File: src/sfsl_pkg.sv
// shared types, constants and the gain table of the state feedback servo law
`default_nettype none
package sfsl_pkg;

  localparam int NUM_SERVOS = 5;
  localparam int OUT_FIELDS = 5;
  localparam int STATE_LEN  = 6;
  localparam int NUM_ACT    = (NUM_SERVOS < OUT_FIELDS) ? NUM_SERVOS : OUT_FIELDS;
  localparam int GAIN_N     = NUM_ACT * STATE_LEN;
  localparam int GIDX_W     = (GAIN_N > 1) ? $clog2(GAIN_N) : 1;
  localparam int COL_W      = $clog2(STATE_LEN);
  localparam int SERVO_W    = (NUM_ACT > 1) ? $clog2(NUM_ACT) : 1;

  // sequencer step plan: three integral products, then the gain products
  localparam int FIRST_GAIN = 3;
  localparam int END_STEP   = FIRST_GAIN + GAIN_N + 1;
  localparam int STEP_W     = $clog2(END_STEP + 1);

  localparam int DATA_W    = 16;
  localparam int SV_W      = 17;
  localparam int A_W       = 17;
  localparam int B_W       = 25;
  localparam int P_W       = A_W + B_W;
  localparam int INTEG_W   = 40;
  localparam int INT_LO_W  = 20;
  localparam int ACC_W     = 60;
  localparam int FRAC_SH   = 28;
  localparam int GAIN_SH   = 16;
  localparam int CFG_IDX_W = 3;

  // servo positions in the result item
  localparam int SERVO_R_AIL  = 0;
  localparam int SERVO_R_STAB = 1;
  localparam int SERVO_L_AIL  = 2;
  localparam int SERVO_L_STAB = 4;

  typedef enum logic [CFG_IDX_W-1:0] {
    REG_INTEGRAL_GAIN = 3'd0,
    REG_STEP_TIME     = 3'd1,
    REG_REF_PITCH     = 3'd2,
    REG_REF_ROLL      = 3'd3,
    REG_REF_YAW       = 3'd4,
    REG_TRIM_R_STAB   = 3'd5,
    REG_TRIM_L_STAB   = 3'd6
  } reg_idx_t;

  typedef enum logic [2:0] {
    OP_NONE,
    OP_ILO,
    OP_IHI,
    OP_INTEG,
    OP_GAIN
  } mul_op_t;

  typedef enum logic [1:0] {
    ST_IDLE,
    ST_RUN,
    ST_OUT
  } seq_state_t;

  typedef struct packed {
    mul_op_t            op;
    logic [SERVO_W-1:0] servo;
    logic               first;
    logic               last;
  } mul_tag_t;

  typedef struct packed {
    mul_tag_t          tag;
    logic [GIDX_W-1:0] gidx;
    logic [COL_W-1:0]  col;
  } seq_ctrl_t;

  typedef struct packed {
    logic [DATA_W-1:0] integral_gain;
    logic [DATA_W-1:0] step_time;
    logic [DATA_W-1:0] ref_pitch;
    logic [DATA_W-1:0] ref_roll;
    logic [DATA_W-1:0] ref_yaw;
    logic [DATA_W-1:0] trim_r_stab;
    logic [DATA_W-1:0] trim_l_stab;
  } cfg_regs_t;

  localparam logic signed [DATA_W-1:0] GAIN_ROM [OUT_FIELDS*STATE_LEN] = '{
    16'sd0,  16'sd9544, -16'sd2376,  16'sd901,  16'sd3727,     16'sd0,
    16'sd0,  16'sd1106,   16'sd287,  16'sd164,     16'sd0,  16'sd1638,
    16'sd0, -16'sd9544,  16'sd2376, -16'sd901, -16'sd3727,     16'sd0,
    16'sd0,  16'sd3441, -16'sd2212,  16'sd205,  16'sd2580,     16'sd0,
    16'sd0, -16'sd1106,  -16'sd287, -16'sd164,     16'sd0,  16'sd1638
  };

  function automatic logic signed [DATA_W-1:0] gain_at(input logic [GIDX_W-1:0] idx);
    logic signed [DATA_W-1:0] g;
    g = '0;
    if (int'(idx) < GAIN_N) begin
      g = GAIN_ROM[idx];
    end
    return g;
  endfunction

endpackage
`default_nettype wire

File: src/sfsl_in_if.sv
// input sample channel
`default_nettype none
interface sfsl_in_if;
  logic                      valid;
  logic                      ready;
  logic [sfsl_pkg::DATA_W-1:0] pitch_angle;
  logic [sfsl_pkg::DATA_W-1:0] yaw_angle;
  logic [sfsl_pkg::DATA_W-1:0] roll_angle;
  logic [sfsl_pkg::DATA_W-1:0] rate_x;
  logic [sfsl_pkg::DATA_W-1:0] rate_y;
  logic [sfsl_pkg::DATA_W-1:0] rate_z;

  modport source (output valid, pitch_angle, yaw_angle, roll_angle, rate_x, rate_y, rate_z,
                  input ready);
  modport sink (input valid, pitch_angle, yaw_angle, roll_angle, rate_x, rate_y, rate_z,
                output ready);
endinterface
`default_nettype wire

File: src/sfsl_out_if.sv
// servo command result channel
`default_nettype none
interface sfsl_out_if;
  logic                      valid;
  logic                      ready;
  logic [sfsl_pkg::DATA_W-1:0] servo_right_aileron;
  logic [sfsl_pkg::DATA_W-1:0] servo_right_stab;
  logic [sfsl_pkg::DATA_W-1:0] servo_left_aileron;
  logic [sfsl_pkg::DATA_W-1:0] servo_rudder;
  logic [sfsl_pkg::DATA_W-1:0] servo_left_stab;

  modport source (output valid, servo_right_aileron, servo_right_stab, servo_left_aileron,
                  servo_rudder, servo_left_stab, input ready);
  modport sink (input valid, servo_right_aileron, servo_right_stab, servo_left_aileron,
                servo_rudder, servo_left_stab, output ready);
endinterface
`default_nettype wire

File: src/sfsl_cfg_if.sv
// configuration write channel
`default_nettype none
interface sfsl_cfg_if;
  logic                         valid;
  logic                         ready;
  logic [sfsl_pkg::CFG_IDX_W-1:0] index;
  logic [sfsl_pkg::DATA_W-1:0]    data;

  modport source (output valid, index, data, input ready);
  modport sink (input valid, index, data, output ready);
endinterface
`default_nettype wire

File: src/sfsl_cfg_regs.sv
// configuration register file
`default_nettype none
module sfsl_cfg_regs (
  input  wire logic          clk,
  input  wire logic          rst_n,
  sfsl_cfg_if.sink           cfg_ch,
  output sfsl_pkg::cfg_regs_t regs
);

  sfsl_pkg::cfg_regs_t regs_r;
  sfsl_pkg::cfg_regs_t regs_nxt;

  assign cfg_ch.ready = 1'b1;
  assign regs = regs_r;

  always_comb begin
    regs_nxt = regs_r;
    if (cfg_ch.valid) begin
      unique case (cfg_ch.index)
        sfsl_pkg::REG_INTEGRAL_GAIN: regs_nxt.integral_gain = cfg_ch.data;
        sfsl_pkg::REG_STEP_TIME:     regs_nxt.step_time     = cfg_ch.data;
        sfsl_pkg::REG_REF_PITCH:     regs_nxt.ref_pitch     = cfg_ch.data;
        sfsl_pkg::REG_REF_ROLL:      regs_nxt.ref_roll      = cfg_ch.data;
        sfsl_pkg::REG_REF_YAW:       regs_nxt.ref_yaw       = cfg_ch.data;
        sfsl_pkg::REG_TRIM_R_STAB:   regs_nxt.trim_r_stab   = cfg_ch.data;
        sfsl_pkg::REG_TRIM_L_STAB:   regs_nxt.trim_l_stab   = cfg_ch.data;
        default: ;
      endcase
    end
  end

  always_ff @(posedge clk) begin
    if (!rst_n) begin
      regs_r.integral_gain <= 16'hFE66;
      regs_r.step_time     <= 16'd1311;
      regs_r.ref_pitch     <= 16'd0;
      regs_r.ref_roll      <= 16'd0;
      regs_r.ref_yaw       <= 16'd0;
      regs_r.trim_r_stab   <= 16'hFD00;
      regs_r.trim_l_stab   <= 16'hFD00;
    end else begin
      regs_r <= regs_nxt;
    end
  end

endmodule
`default_nettype wire

File: src/sfsl_mul.sv
// shared registered signed multiplier with its operation tag
`default_nettype none
module sfsl_mul (
  input  wire logic                                clk,
  input  wire logic                                rst_n,
  input  wire logic signed [sfsl_pkg::A_W-1:0]     a,
  input  wire logic signed [sfsl_pkg::B_W-1:0]     b,
  input  wire sfsl_pkg::mul_tag_t                  tag_in,
  output logic signed      [sfsl_pkg::P_W-1:0]     prod_r,
  output sfsl_pkg::mul_tag_t                       tag_r
);

  always_ff @(posedge clk) begin
    prod_r <= a * b;
  end

  always_ff @(posedge clk) begin
    if (!rst_n) begin
      tag_r.op    <= sfsl_pkg::OP_NONE;
      tag_r.servo <= '0;
      tag_r.first <= 1'b0;
      tag_r.last  <= 1'b0;
    end else begin
      tag_r <= tag_in;
    end
  end

endmodule
`default_nettype wire

File: src/sfsl_seq.sv
// sequencer that steps the shared multiplier through one sample
`default_nettype none
module sfsl_seq (
  input  wire logic         clk,
  input  wire logic         rst_n,
  input  wire logic         in_valid,
  input  wire logic         out_valid,
  input  wire logic         out_ready,
  output logic              in_ready,
  output logic              load_out,
  output sfsl_pkg::seq_ctrl_t ctrl
);

  sfsl_pkg::seq_state_t state_r, state_nxt;
  logic [sfsl_pkg::STEP_W-1:0]  step_r, step_nxt;
  logic [sfsl_pkg::GIDX_W-1:0]  gidx_r, gidx_nxt;
  logic [sfsl_pkg::COL_W-1:0]   col_r, col_nxt;
  logic [sfsl_pkg::SERVO_W-1:0] servo_r, servo_nxt;
  logic                         gain_issue;

  assign gain_issue = (state_r == sfsl_pkg::ST_RUN) &&
                      (step_r >= sfsl_pkg::STEP_W'(sfsl_pkg::FIRST_GAIN)) &&
                      (step_r < sfsl_pkg::STEP_W'(sfsl_pkg::FIRST_GAIN + sfsl_pkg::GAIN_N));

  // next state
  always_comb begin
    state_nxt = state_r;
    unique case (state_r)
      sfsl_pkg::ST_IDLE: if (in_valid) state_nxt = sfsl_pkg::ST_RUN;
      sfsl_pkg::ST_RUN: begin
        if (step_r == sfsl_pkg::STEP_W'(sfsl_pkg::END_STEP)) state_nxt = sfsl_pkg::ST_OUT;
      end
      sfsl_pkg::ST_OUT: if (!out_valid || out_ready) state_nxt = sfsl_pkg::ST_IDLE;
      default: state_nxt = sfsl_pkg::ST_IDLE;
    endcase
  end

  // outputs
  always_comb begin
    in_ready       = (state_r == sfsl_pkg::ST_IDLE);
    load_out       = (state_r == sfsl_pkg::ST_OUT) && (!out_valid || out_ready);
    ctrl.tag.op    = sfsl_pkg::OP_NONE;
    ctrl.tag.servo = servo_r;
    ctrl.tag.first = (col_r == '0);
    ctrl.tag.last  = (col_r == sfsl_pkg::COL_W'(sfsl_pkg::STATE_LEN - 1));
    ctrl.gidx      = gidx_r;
    ctrl.col       = col_r;
    if (state_r == sfsl_pkg::ST_RUN) begin
      priority if (step_r == sfsl_pkg::STEP_W'(0)) begin
        ctrl.tag.op = sfsl_pkg::OP_ILO;
      end else if (step_r == sfsl_pkg::STEP_W'(1)) begin
        ctrl.tag.op = sfsl_pkg::OP_IHI;
      end else if (step_r == sfsl_pkg::STEP_W'(2)) begin
        ctrl.tag.op = sfsl_pkg::OP_INTEG;
      end else if (gain_issue) begin
        ctrl.tag.op = sfsl_pkg::OP_GAIN;
      end else begin
        ctrl.tag.op = sfsl_pkg::OP_NONE;
      end
    end
  end

  // step and gain-walk counters
  always_comb begin
    step_nxt  = step_r;
    gidx_nxt  = gidx_r;
    col_nxt   = col_r;
    servo_nxt = servo_r;
    if (state_r == sfsl_pkg::ST_IDLE) begin
      step_nxt  = '0;
      gidx_nxt  = '0;
      col_nxt   = '0;
      servo_nxt = '0;
    end else if (state_r == sfsl_pkg::ST_RUN) begin
      step_nxt = step_r + sfsl_pkg::STEP_W'(1);
      if (gain_issue) begin
        gidx_nxt = gidx_r + sfsl_pkg::GIDX_W'(1);
        if (col_r == sfsl_pkg::COL_W'(sfsl_pkg::STATE_LEN - 1)) begin
          col_nxt   = '0;
          servo_nxt = servo_r + sfsl_pkg::SERVO_W'(1);
        end else begin
          col_nxt = col_r + sfsl_pkg::COL_W'(1);
        end
      end
    end
  end

  always_ff @(posedge clk) begin
    if (!rst_n) begin
      state_r <= sfsl_pkg::ST_IDLE;
      step_r  <= '0;
      gidx_r  <= '0;
      col_r   <= '0;
      servo_r <= '0;
    end else begin
      state_r <= state_nxt;
      step_r  <= step_nxt;
      gidx_r  <= gidx_nxt;
      col_r   <= col_nxt;
      servo_r <= servo_nxt;
    end
  end

endmodule
`default_nettype wire

File: src/state_feedback_servo_law_top.sv
// top level of the state feedback servo law with yaw integral action
// usage:
//   in_ch takes one sample per control period: three angles and three body rates.
//   out_ch gives one transaction per sample: the five servo commands, saturated.
//   cfg_ch writes gains, references and trims; it is always ready. The user must
//   write it only while no sample is in flight; the block does not enforce this.
// timing:
//   a sample passes from its transaction to the result register through
//   3 integral products, 30 gain products, the pipeline drain and the load.
//   the time is set by the single 17x25 multiplier, used once per cycle.
//   in_ch is not ready while a sample is being worked on.
// stalls and reset:
//   the result register parts the two sides: a new sample is taken while the
//   previous result waits; the next result is held until out_ch is free.
//   rst_n (synchronous, active low) clears the yaw integral, the sequencer and
//   the output valid, and loads the default register values.
`default_nettype none
module state_feedback_servo_law_top (
  input  wire logic clk,
  input  wire logic rst_n,
  sfsl_in_if.sink   in_ch,
  sfsl_out_if.source out_ch,
  sfsl_cfg_if.sink  cfg_ch
);

  localparam int AW = sfsl_pkg::ACC_W;
  localparam int PW = sfsl_pkg::P_W;
  localparam int DW = sfsl_pkg::DATA_W;

  sfsl_pkg::cfg_regs_t regs;
  sfsl_pkg::seq_ctrl_t ctrl;
  sfsl_pkg::mul_tag_t  tag_r;
  logic                in_ready;
  logic                load_out;
  logic                accept;

  logic signed [sfsl_pkg::A_W-1:0] mul_a;
  logic signed [sfsl_pkg::B_W-1:0] mul_b;
  logic signed [PW-1:0]            prod_r;
  logic signed [DW-1:0]            gain_sel;

  logic signed [sfsl_pkg::SV_W-1:0]    sv_r [sfsl_pkg::STATE_LEN];
  logic signed [DW-1:0]                yaw_r;
  logic signed [sfsl_pkg::INTEG_W-1:0] integ_r, integ_nxt;
  logic signed [AW-1:0]                ilo_r;
  logic signed [AW-1:0]                iterm_r;
  logic signed [AW-1:0]                iterm_neg_r;
  logic signed [AW-1:0]                acc_r;
  logic signed [AW-1:0]                fin_r;
  logic                                fin_v_r;
  logic [sfsl_pkg::SERVO_W-1:0]        fin_servo_r;
  logic signed [DW-1:0]                res_r [sfsl_pkg::NUM_ACT];
  logic signed [DW-1:0]                res_full [sfsl_pkg::OUT_FIELDS];
  logic                                out_valid_r, out_valid_nxt;

  logic signed [AW-1:0]                prod_ext;
  logic signed [AW-1:0]                base;
  logic signed [AW-1:0]                gsum;
  logic signed [sfsl_pkg::INTEG_W:0]   isum;
  logic signed [AW-1:0]                rnd;
  logic signed [AW-sfsl_pkg::FRAC_SH-1:0] quo;
  logic signed [DW-1:0]                sat;

  sfsl_cfg_regs u_cfg (
    .clk    (clk),
    .rst_n  (rst_n),
    .cfg_ch (cfg_ch),
    .regs   (regs)
  );

  sfsl_seq u_seq (
    .clk       (clk),
    .rst_n     (rst_n),
    .in_valid  (in_ch.valid),
    .out_valid (out_valid_r),
    .out_ready (out_ch.ready),
    .in_ready  (in_ready),
    .load_out  (load_out),
    .ctrl      (ctrl)
  );

  sfsl_mul u_mul (
    .clk    (clk),
    .rst_n  (rst_n),
    .a      (mul_a),
    .b      (mul_b),
    .tag_in (ctrl.tag),
    .prod_r (prod_r),
    .tag_r  (tag_r)
  );

  assign in_ch.ready = in_ready;
  assign accept      = in_ch.valid && in_ready;

  // capture the state vector, angle errors formed here
  always_ff @(posedge clk) begin
    if (accept) begin
      sv_r[0] <= $signed({in_ch.pitch_angle[DW-1], in_ch.pitch_angle}) -
                 $signed({regs.ref_pitch[DW-1], regs.ref_pitch});
      sv_r[1] <= $signed({in_ch.roll_angle[DW-1], in_ch.roll_angle}) -
                 $signed({regs.ref_roll[DW-1], regs.ref_roll});
      sv_r[2] <= $signed({in_ch.yaw_angle[DW-1], in_ch.yaw_angle}) -
                 $signed({regs.ref_yaw[DW-1], regs.ref_yaw});
      sv_r[3] <= $signed({in_ch.rate_x[DW-1], in_ch.rate_x});
      sv_r[4] <= $signed({in_ch.rate_y[DW-1], in_ch.rate_y});
      sv_r[5] <= $signed({in_ch.rate_z[DW-1], in_ch.rate_z});
      yaw_r   <= $signed(in_ch.yaw_angle);
    end
  end

  assign gain_sel = sfsl_pkg::gain_at(ctrl.gidx);

  // operand selection for the shared multiplier
  always_comb begin
    mul_a = '0;
    mul_b = '0;
    unique case (ctrl.tag.op)
      sfsl_pkg::OP_ILO: begin
        mul_a = $signed({regs.integral_gain[DW-1], regs.integral_gain});
        mul_b = $signed({{(sfsl_pkg::B_W-sfsl_pkg::INT_LO_W){1'b0}},
                         integ_r[sfsl_pkg::INT_LO_W-1:0]});
      end
      sfsl_pkg::OP_IHI: begin
        mul_a = $signed({regs.integral_gain[DW-1], regs.integral_gain});
        mul_b = $signed({{(sfsl_pkg::B_W-(sfsl_pkg::INTEG_W-sfsl_pkg::INT_LO_W))
                          {integ_r[sfsl_pkg::INTEG_W-1]}},
                         integ_r[sfsl_pkg::INTEG_W-1:sfsl_pkg::INT_LO_W]});
      end
      sfsl_pkg::OP_INTEG: begin
        mul_a = $signed({1'b0, regs.step_time});
        mul_b = $signed({{(sfsl_pkg::B_W-DW){yaw_r[DW-1]}}, yaw_r});
      end
      sfsl_pkg::OP_GAIN: begin
        mul_a = $signed({gain_sel[DW-1], gain_sel});
        mul_b = $signed({{(sfsl_pkg::B_W-sfsl_pkg::SV_W){sv_r[ctrl.col][sfsl_pkg::SV_W-1]}},
                         sv_r[ctrl.col]});
      end
      default: ;
    endcase
  end

  assign prod_ext = $signed({{(AW-PW){prod_r[PW-1]}}, prod_r});

  // starting value of a servo sum: integral term on the ailerons, trim on the stabilisers
  always_comb begin
    base = '0;
    unique case (int'(tag_r.servo))
      sfsl_pkg::SERVO_R_AIL:  base = iterm_r;
      sfsl_pkg::SERVO_L_AIL:  base = iterm_neg_r;
      sfsl_pkg::SERVO_R_STAB: base = $signed({{(AW-DW-sfsl_pkg::FRAC_SH)
                                               {regs.trim_r_stab[DW-1]}},
                                              regs.trim_r_stab,
                                              {sfsl_pkg::FRAC_SH{1'b0}}});
      sfsl_pkg::SERVO_L_STAB: base = $signed({{(AW-DW-sfsl_pkg::FRAC_SH)
                                               {regs.trim_l_stab[DW-1]}},
                                              regs.trim_l_stab,
                                              {sfsl_pkg::FRAC_SH{1'b0}}});
      default: base = '0;
    endcase
  end

  assign gsum = (tag_r.first ? base : acc_r) + (prod_ext <<< sfsl_pkg::GAIN_SH);

  // integral update with saturation at 40 bits
  always_comb begin
    isum = $signed({integ_r[sfsl_pkg::INTEG_W-1], integ_r}) +
           $signed(prod_r[sfsl_pkg::INTEG_W:0]);
    integ_nxt = isum[sfsl_pkg::INTEG_W-1:0];
    if (isum[sfsl_pkg::INTEG_W] != isum[sfsl_pkg::INTEG_W-1]) begin
      integ_nxt = isum[sfsl_pkg::INTEG_W] ?
                  $signed({1'b1, {(sfsl_pkg::INTEG_W-1){1'b0}}}) :
                  $signed({1'b0, {(sfsl_pkg::INTEG_W-1){1'b1}}});
    end
  end

  always_ff @(posedge clk) begin
    if (!rst_n) begin
      integ_r <= '0;
    end else if (tag_r.op == sfsl_pkg::OP_INTEG) begin
      integ_r <= integ_nxt;
    end
  end

  always_ff @(posedge clk) begin
    iterm_neg_r <= -iterm_r;
    unique case (tag_r.op)
      sfsl_pkg::OP_ILO: ilo_r   <= prod_ext;
      sfsl_pkg::OP_IHI: iterm_r <= ilo_r + (prod_ext <<< sfsl_pkg::INT_LO_W);
      sfsl_pkg::OP_GAIN: begin
        if (tag_r.last) begin
          fin_r       <= gsum;
          fin_servo_r <= tag_r.servo;
        end else begin
          acc_r <= gsum;
        end
      end
      default: ;
    endcase
  end

  always_ff @(posedge clk) begin
    if (!rst_n) begin
      fin_v_r <= 1'b0;
    end else begin
      fin_v_r <= (tag_r.op == sfsl_pkg::OP_GAIN) && tag_r.last;
    end
  end

  // round half up to 1/64 degree, then saturate
  always_comb begin
    rnd = fin_r + $signed({{(AW-sfsl_pkg::FRAC_SH){1'b0}}, 1'b1,
                           {(sfsl_pkg::FRAC_SH-1){1'b0}}});
    quo = rnd[AW-1:sfsl_pkg::FRAC_SH];
    priority if (quo > $signed((AW-sfsl_pkg::FRAC_SH)'(32767))) begin
      sat = 16'sh7FFF;
    end else if (quo < $signed((AW-sfsl_pkg::FRAC_SH)'(-32768))) begin
      sat = -16'sh8000;
    end else begin
      sat = quo[DW-1:0];
    end
  end

  always_ff @(posedge clk) begin
    if (fin_v_r) begin
      res_r[fin_servo_r] <= sat;
    end
  end

  for (genvar s = 0; s < sfsl_pkg::OUT_FIELDS; s++) begin : g_res
    if (s < sfsl_pkg::NUM_ACT) begin : g_on
      assign res_full[s] = res_r[s];
    end else begin : g_off
      assign res_full[s] = '0;
    end
  end

  // result register
  always_comb begin
    out_valid_nxt = out_valid_r;
    priority if (load_out) begin
      out_valid_nxt = 1'b1;
    end else if (out_ch.ready) begin
      out_valid_nxt = 1'b0;
    end
  end

  always_ff @(posedge clk) begin
    if (!rst_n) begin
      out_valid_r <= 1'b0;
    end else begin
      out_valid_r <= out_valid_nxt;
    end
  end

  always_ff @(posedge clk) begin
    if (load_out) begin
      out_ch.servo_right_aileron <= res_full[0];
      out_ch.servo_right_stab    <= res_full[1];
      out_ch.servo_left_aileron  <= res_full[2];
      out_ch.servo_rudder        <= res_full[3];
      out_ch.servo_left_stab     <= res_full[4];
    end
  end

  assign out_ch.valid = out_valid_r;

endmodule
`default_nettype wire

File: src/flat_wrapper.sv
// flat-port wrapper written by rule: the top's interface ports become plain ports
module state_feedback_servo_law_top_flat 
  (clk, rst_n, in_ch_valid, in_ch_pitch_angle, in_ch_yaw_angle, in_ch_roll_angle, in_ch_rate_x, in_ch_rate_y, in_ch_rate_z, in_ch_ready, out_ch_valid, out_ch_servo_right_aileron, out_ch_servo_right_stab, out_ch_servo_left_aileron, out_ch_servo_rudder, out_ch_servo_left_stab, out_ch_ready, cfg_ch_valid, cfg_ch_index, cfg_ch_data, cfg_ch_ready);
  sfsl_in_if in_ch_i ();
  sfsl_out_if out_ch_i ();
  sfsl_cfg_if cfg_ch_i ();
  input  wire logic clk;
  input  wire logic rst_n;
  input wire logic [$bits(in_ch_i.valid)-1:0] in_ch_valid;
  input wire logic [$bits(in_ch_i.pitch_angle)-1:0] in_ch_pitch_angle;
  input wire logic [$bits(in_ch_i.yaw_angle)-1:0] in_ch_yaw_angle;
  input wire logic [$bits(in_ch_i.roll_angle)-1:0] in_ch_roll_angle;
  input wire logic [$bits(in_ch_i.rate_x)-1:0] in_ch_rate_x;
  input wire logic [$bits(in_ch_i.rate_y)-1:0] in_ch_rate_y;
  input wire logic [$bits(in_ch_i.rate_z)-1:0] in_ch_rate_z;
  output wire logic [$bits(in_ch_i.ready)-1:0] in_ch_ready;
  output wire logic [$bits(out_ch_i.valid)-1:0] out_ch_valid;
  output wire logic [$bits(out_ch_i.servo_right_aileron)-1:0] out_ch_servo_right_aileron;
  output wire logic [$bits(out_ch_i.servo_right_stab)-1:0] out_ch_servo_right_stab;
  output wire logic [$bits(out_ch_i.servo_left_aileron)-1:0] out_ch_servo_left_aileron;
  output wire logic [$bits(out_ch_i.servo_rudder)-1:0] out_ch_servo_rudder;
  output wire logic [$bits(out_ch_i.servo_left_stab)-1:0] out_ch_servo_left_stab;
  input wire logic [$bits(out_ch_i.ready)-1:0] out_ch_ready;
  input wire logic [$bits(cfg_ch_i.valid)-1:0] cfg_ch_valid;
  input wire logic [$bits(cfg_ch_i.index)-1:0] cfg_ch_index;
  input wire logic [$bits(cfg_ch_i.data)-1:0] cfg_ch_data;
  output wire logic [$bits(cfg_ch_i.ready)-1:0] cfg_ch_ready;
  assign in_ch_i.valid = in_ch_valid;
  assign in_ch_i.pitch_angle = in_ch_pitch_angle;
  assign in_ch_i.yaw_angle = in_ch_yaw_angle;
  assign in_ch_i.roll_angle = in_ch_roll_angle;
  assign in_ch_i.rate_x = in_ch_rate_x;
  assign in_ch_i.rate_y = in_ch_rate_y;
  assign in_ch_i.rate_z = in_ch_rate_z;
  assign in_ch_ready = in_ch_i.ready;
  assign out_ch_valid = out_ch_i.valid;
  assign out_ch_servo_right_aileron = out_ch_i.servo_right_aileron;
  assign out_ch_servo_right_stab = out_ch_i.servo_right_stab;
  assign out_ch_servo_left_aileron = out_ch_i.servo_left_aileron;
  assign out_ch_servo_rudder = out_ch_i.servo_rudder;
  assign out_ch_servo_left_stab = out_ch_i.servo_left_stab;
  assign out_ch_i.ready = out_ch_ready;
  assign cfg_ch_i.valid = cfg_ch_valid;
  assign cfg_ch_i.index = cfg_ch_index;
  assign cfg_ch_i.data = cfg_ch_data;
  assign cfg_ch_ready = cfg_ch_i.ready;
  state_feedback_servo_law_top u_core (.clk(clk), .rst_n(rst_n), .in_ch(in_ch_i), .out_ch(out_ch_i), .cfg_ch(cfg_ch_i));
endmodule
File: config.mk
export PLATFORM = sky130hd
export DESIGN_NAME = state_feedback_servo_law_top_flat
export DESIGN_NICKNAME = d
export VERILOG_FILES = /design/src/sfsl_pkg.sv /design/src/sfsl_in_if.sv /design/src/sfsl_out_if.sv /design/src/sfsl_cfg_if.sv /design/src/sfsl_cfg_regs.sv /design/src/sfsl_mul.sv /design/src/sfsl_seq.sv /design/src/state_feedback_servo_law_top.sv /design/src/flat_wrapper.sv
export SDC_FILE = /design/constraint.sdc
export NUM_CORES = 2
export LEC_CHECK = 0
export BUFFER_PORTS_ARGS = -buffer_cell sky130_fd_sc_hd__buf_2
export CAP_MARGIN = 20
export CORE_MARGIN = 10
export CORE_UTILIZATION = 29
export DETAILED_ROUTE_END_ITERATION = 6
export SKIP_LAST_GASP = 1
export SYNTH_ARGS = -nofsm -noshare
export SYNTH_HDL_FRONTEND = slang
export SYNTH_SLANG_ARGS = --single-unit
File: constraint.sdc
create_clock -name clk -period 17.1 [get_ports clk]
set_clock_uncertainty 0.2 [all_clocks]
set_input_delay 1.71 -clock clk [delete_from_list [all_inputs] [get_ports clk]]
set_output_delay 1.71 -clock clk [all_outputs]
set_load 0.02 [all_outputs]
==> flow_metrics.env <==
export IMPL_status="complete, no violations"
export IMPL_synth_edf_count=457
export IMPL_final_cell_mix="inv_1 (595), nand2_1 (507), edfxtp_1 (457)"
export IMPL_avgSynthCellArea_sq_um=10.11
export IMPL_h_tree_depth=3
export IMPL_yosysWarningCount=0
export IMPL_cts_resized_gates=0
export IMPL_die_h_microns=429.1
export IMPL_timing_fmax_ghz=0.1036
export IMPL_clockRootBuffer="clkbuf_16"
export IMPL_drt_wl_total_microns=137900
export IMPL_critPathCaptureType="flop"
export IMPL_wl_per_cell_microns=19.06
export IMPL_hold_viol_final=0
export IMPL_fin_crit_ps=9655
export IMPL_synth_seq_cells=727
export IMPL_cts_clk_slew_worst_paths_ps=60
export IMPL_grt_max_degree=81
export IMPL_max_vdd_ir_drop_v=0.00005972
export IMPL_cp_common_cell="fa_1"
export IMPL_synth_nets=5581
export IMPL_first_global_vias=35390
export IMPL_layout_drive_gt1_share_pct=9.680
export IMPL_diodes=0
export IMPL_crit_slowest_cell="a311oi_1"
export IMPL_grtUsageTotal_pct=14.51
export IMPL_final_setup_tns_ps=0
export IMPL_synthCells=4802
export IMPL_clock_latency_ps=650
export IMPL_cts_hold_fix_buffers=0
export IMPL_place_area_sq_mm=0.05225
export IMPL_cellLeakagePower_nw=22.97
export IMPL_max_cap_viol_count=0
export IMPL_dieWidth_microns=429.1
export IMPL_critPathMaxStageDelay_ps=570
export IMPL_layout_nets=5745
export IMPL_arrival_ps=9960
export IMPL_dieArea_sq_mm=0.1841
export IMPL_start_util_pct=29.09
export IMPL_finalInstanceArea_sq_mm=0.05503
export IMPL_slew_violations=0
export IMPL_yosysSeqAreaShare_pct=39.41
export IMPL_place_gp_congestion=0.9143
export IMPL_reg2reg_slack_ps=7440
export IMPL_maxSlewHeadroom_pct=25.86
export IMPL_antenna_found_initial=6
export IMPL_drt_iter0_drc=3015
export IMPL_hold_class="reg2reg"
export IMPL_core_area_sq_mm=0.1668
export IMPL_grt_pass1_wl_microns=211300
export IMPL_first_pass_iters=6
export IMPL_ios=203
export IMPL_syn_area_sq_mm=0.04854
export IMPL_port_buffers=201
export IMPL_viasPerCell=4.915
export IMPL_setup_viol=0
export IMPL_synthArstFlopShare_pct=0
export IMPL_multi_input_area_sq_mm=0.02665
export IMPL_ant_nets=0
export IMPL_area_growth_pct=13.39
export IMPL_cp_start_kind="flop"
export IMPL_synth_ff_type="edfxtp_1"
export IMPL_path_max_fanout=23
export IMPL_drc=0
export IMPL_cp_required_ps=17400
export IMPL_post_cts_buffers=0
export IMPL_synthDistinctLibCells=82
export IMPL_dpl_hpwl_microns=106700
export IMPL_rsz0062_at_grt="no"
export IMPL_period_share_pct=56.46
export IMPL_pwr_density_cell_mw_per_mm2=76.03
export IMPL_final_common_cell="inv_1"
export IMPL_vias=35560
export IMPL_gr_total_overflow=0
export IMPL_cts_tree="built"
export IMPL_n_fill_cell=16810
export IMPL_cts_sinks=727
export IMPL_regArea_sq_mm=0.01913
export IMPL_tightest_slew_ps=1110
export IMPL_critPathKind="reg2reg"
export IMPL_rows=150
export IMPL_cts_buffers=80
export IMPL_clk_path_buf_depth=3
-- per-layer routing --
| metal | routed length [microns] | GRT usage (%) | share of wire, % | vias up |
|---|---|---|---|---|
| li1 | - | - | - | 16750 |
| met1 | 61750 | 19.96 | 45 | 17420 |
| met2 | 60910 | 22.59 | 44 | 1181 |
| met3 | 10850 | 3.144 | 7.9 | 208 |
| met4 | 4286 | 4.624 | 3.1 | 2 |
| met5 | 65 | 0.2601 | 0.047 | - |
-- path summary, 6_finish.rpt --
path / from / to / cells past startpoint
worst max-delay path: u_core.u_seq.step_r[0] / u_core.u_mul.prod_r[35] / 30
worst min-delay path: u_core.res_r[1][8] / out_ch_servo_right_stab[8] / 0
worst max register to register: u_core.u_seq.step_r[0] / u_core.u_mul.prod_r[35] / 30
worst min register to register: u_core.res_r[1][8] / out_ch_servo_right_stab[8] / 0
-- state kept, by name, indices dropped and copies added, names as in the netlist, 5 cells and up, named ones only --
name and count:
u_core.integ_r 40, u_core.u_mul.prod_r 42, u_core.ilo_r 42, u_core.res_r 80
out_ch_servo_left_aileron 16, u_core.fin_r 33, u_core.acc_r 44, u_core.u_mul.tag_r 8
u_core.iterm_r 60, u_core.u_cfg.regs 112, u_core.u_seq.gidx_r 5, out_ch_servo_right_stab 16
u_core.u_seq.step_r 6, u_core.iterm_neg_r 44, out_ch_servo_rudder 16, out_ch_servo_right_aileron 16
out_ch_servo_left_stab 16, u_core.yaw_r 16, u_core.sv_r 99
-- critical path, delay by kind of cell (launching register included) --
family,cells,cell delay (ps)
AO/OA/AOI/OAI,7,2190
XOR/XNOR,1,120
adder cells (fa/ha/maj),8,3770
buffers and inverters,6,750
flip-flops,1,420
AND/OR/NAND/NOR,8,2040
-- metrics by stage --
| stage | std cells | hold slack [ps] | total power [mW] | worst slack, ps | util, % |
|---|---|---|---|---|---|
| 2_1_floorplan | 4802 | 200.3 | 2.268 | 8298 | - |
| 3_3_place_gp | 7088 | 201.1 | 2.414 | 7680 | 31.31 |
| 3_5_place_dp | 7088 | 204.5 | 2.419 | 7553 | 31.31 |
| 4_1_cts | 7235 | 204.4 | 4.220 | 7491 | 32.98 |
| 5_1_grt | 7235 | 211.9 | 4.342 | 6774 | 32.98 |
| 6_report | 7235 | 207.9 | 4.185 | 7445 | 32.98 |
-- power breakdown --
| part | switching [mW] | total, mW | leakage (nW) | internal, mW |
|---|---|---|---|---|
| Combinational | 0.272 | 0.437 | 15.2 | 0.165 |
| Clock | 0.726 | 1.80 | 1.34 | 1.07 |
| Sequential | 0.0387 | 1.95 | 6.39 | 1.91 |
| Total | 1.04 | 4.18 | 23.0 | 3.15 |
-- synth_stat cells (105+ instances only) --
cell type / n / area, sq um
ha_1: 283 / 3541
clkbuf_1: 167 / 626.9
o21ai_0: 171 / 855.8
a21oi_1: 319 / 1597
nand2_1: 507 / 1903
nor2_1: 433 / 1625
fa_1: 376 / 7527
dfxtp_1: 270 / 5405
xnor2_1: 153 / 1340
inv_1: 596 / 2237
a21o_1: 105 / 788.3
edfxtp_1: 457 / 13720
-- cell families (layout without fill, tap and decap cells) --
kind of cell	after synthesis	count (layout)	share of synthesized area, %
AND/OR/NAND/NOR	1349	1349	12.44
AO/OA/AOI/OAI	974	974	12.97
buffers and inverters	778	1007	6.024
flip-flops	727	727	39.41
adder cells (fa/ha/maj)	695	695	23.55
XOR/XNOR	235	235	4.241
multiplexers	43	43	1.359
other	1	1	0.007726
-- final cells by class --
class | instances | share of cell area (%)
Clock buffer | 103 | 4.058
Clock inverter | 44 | 1.005
Inverter | 597 | 4.072
Multi-Input combinational cell | 3297 | 48.42
Sequential cell | 727 | 34.76
Tap cell | 2204 | 5.011
Timing Repair Buffer | 263 | 2.674
Power figures use the tool's default switching activity.
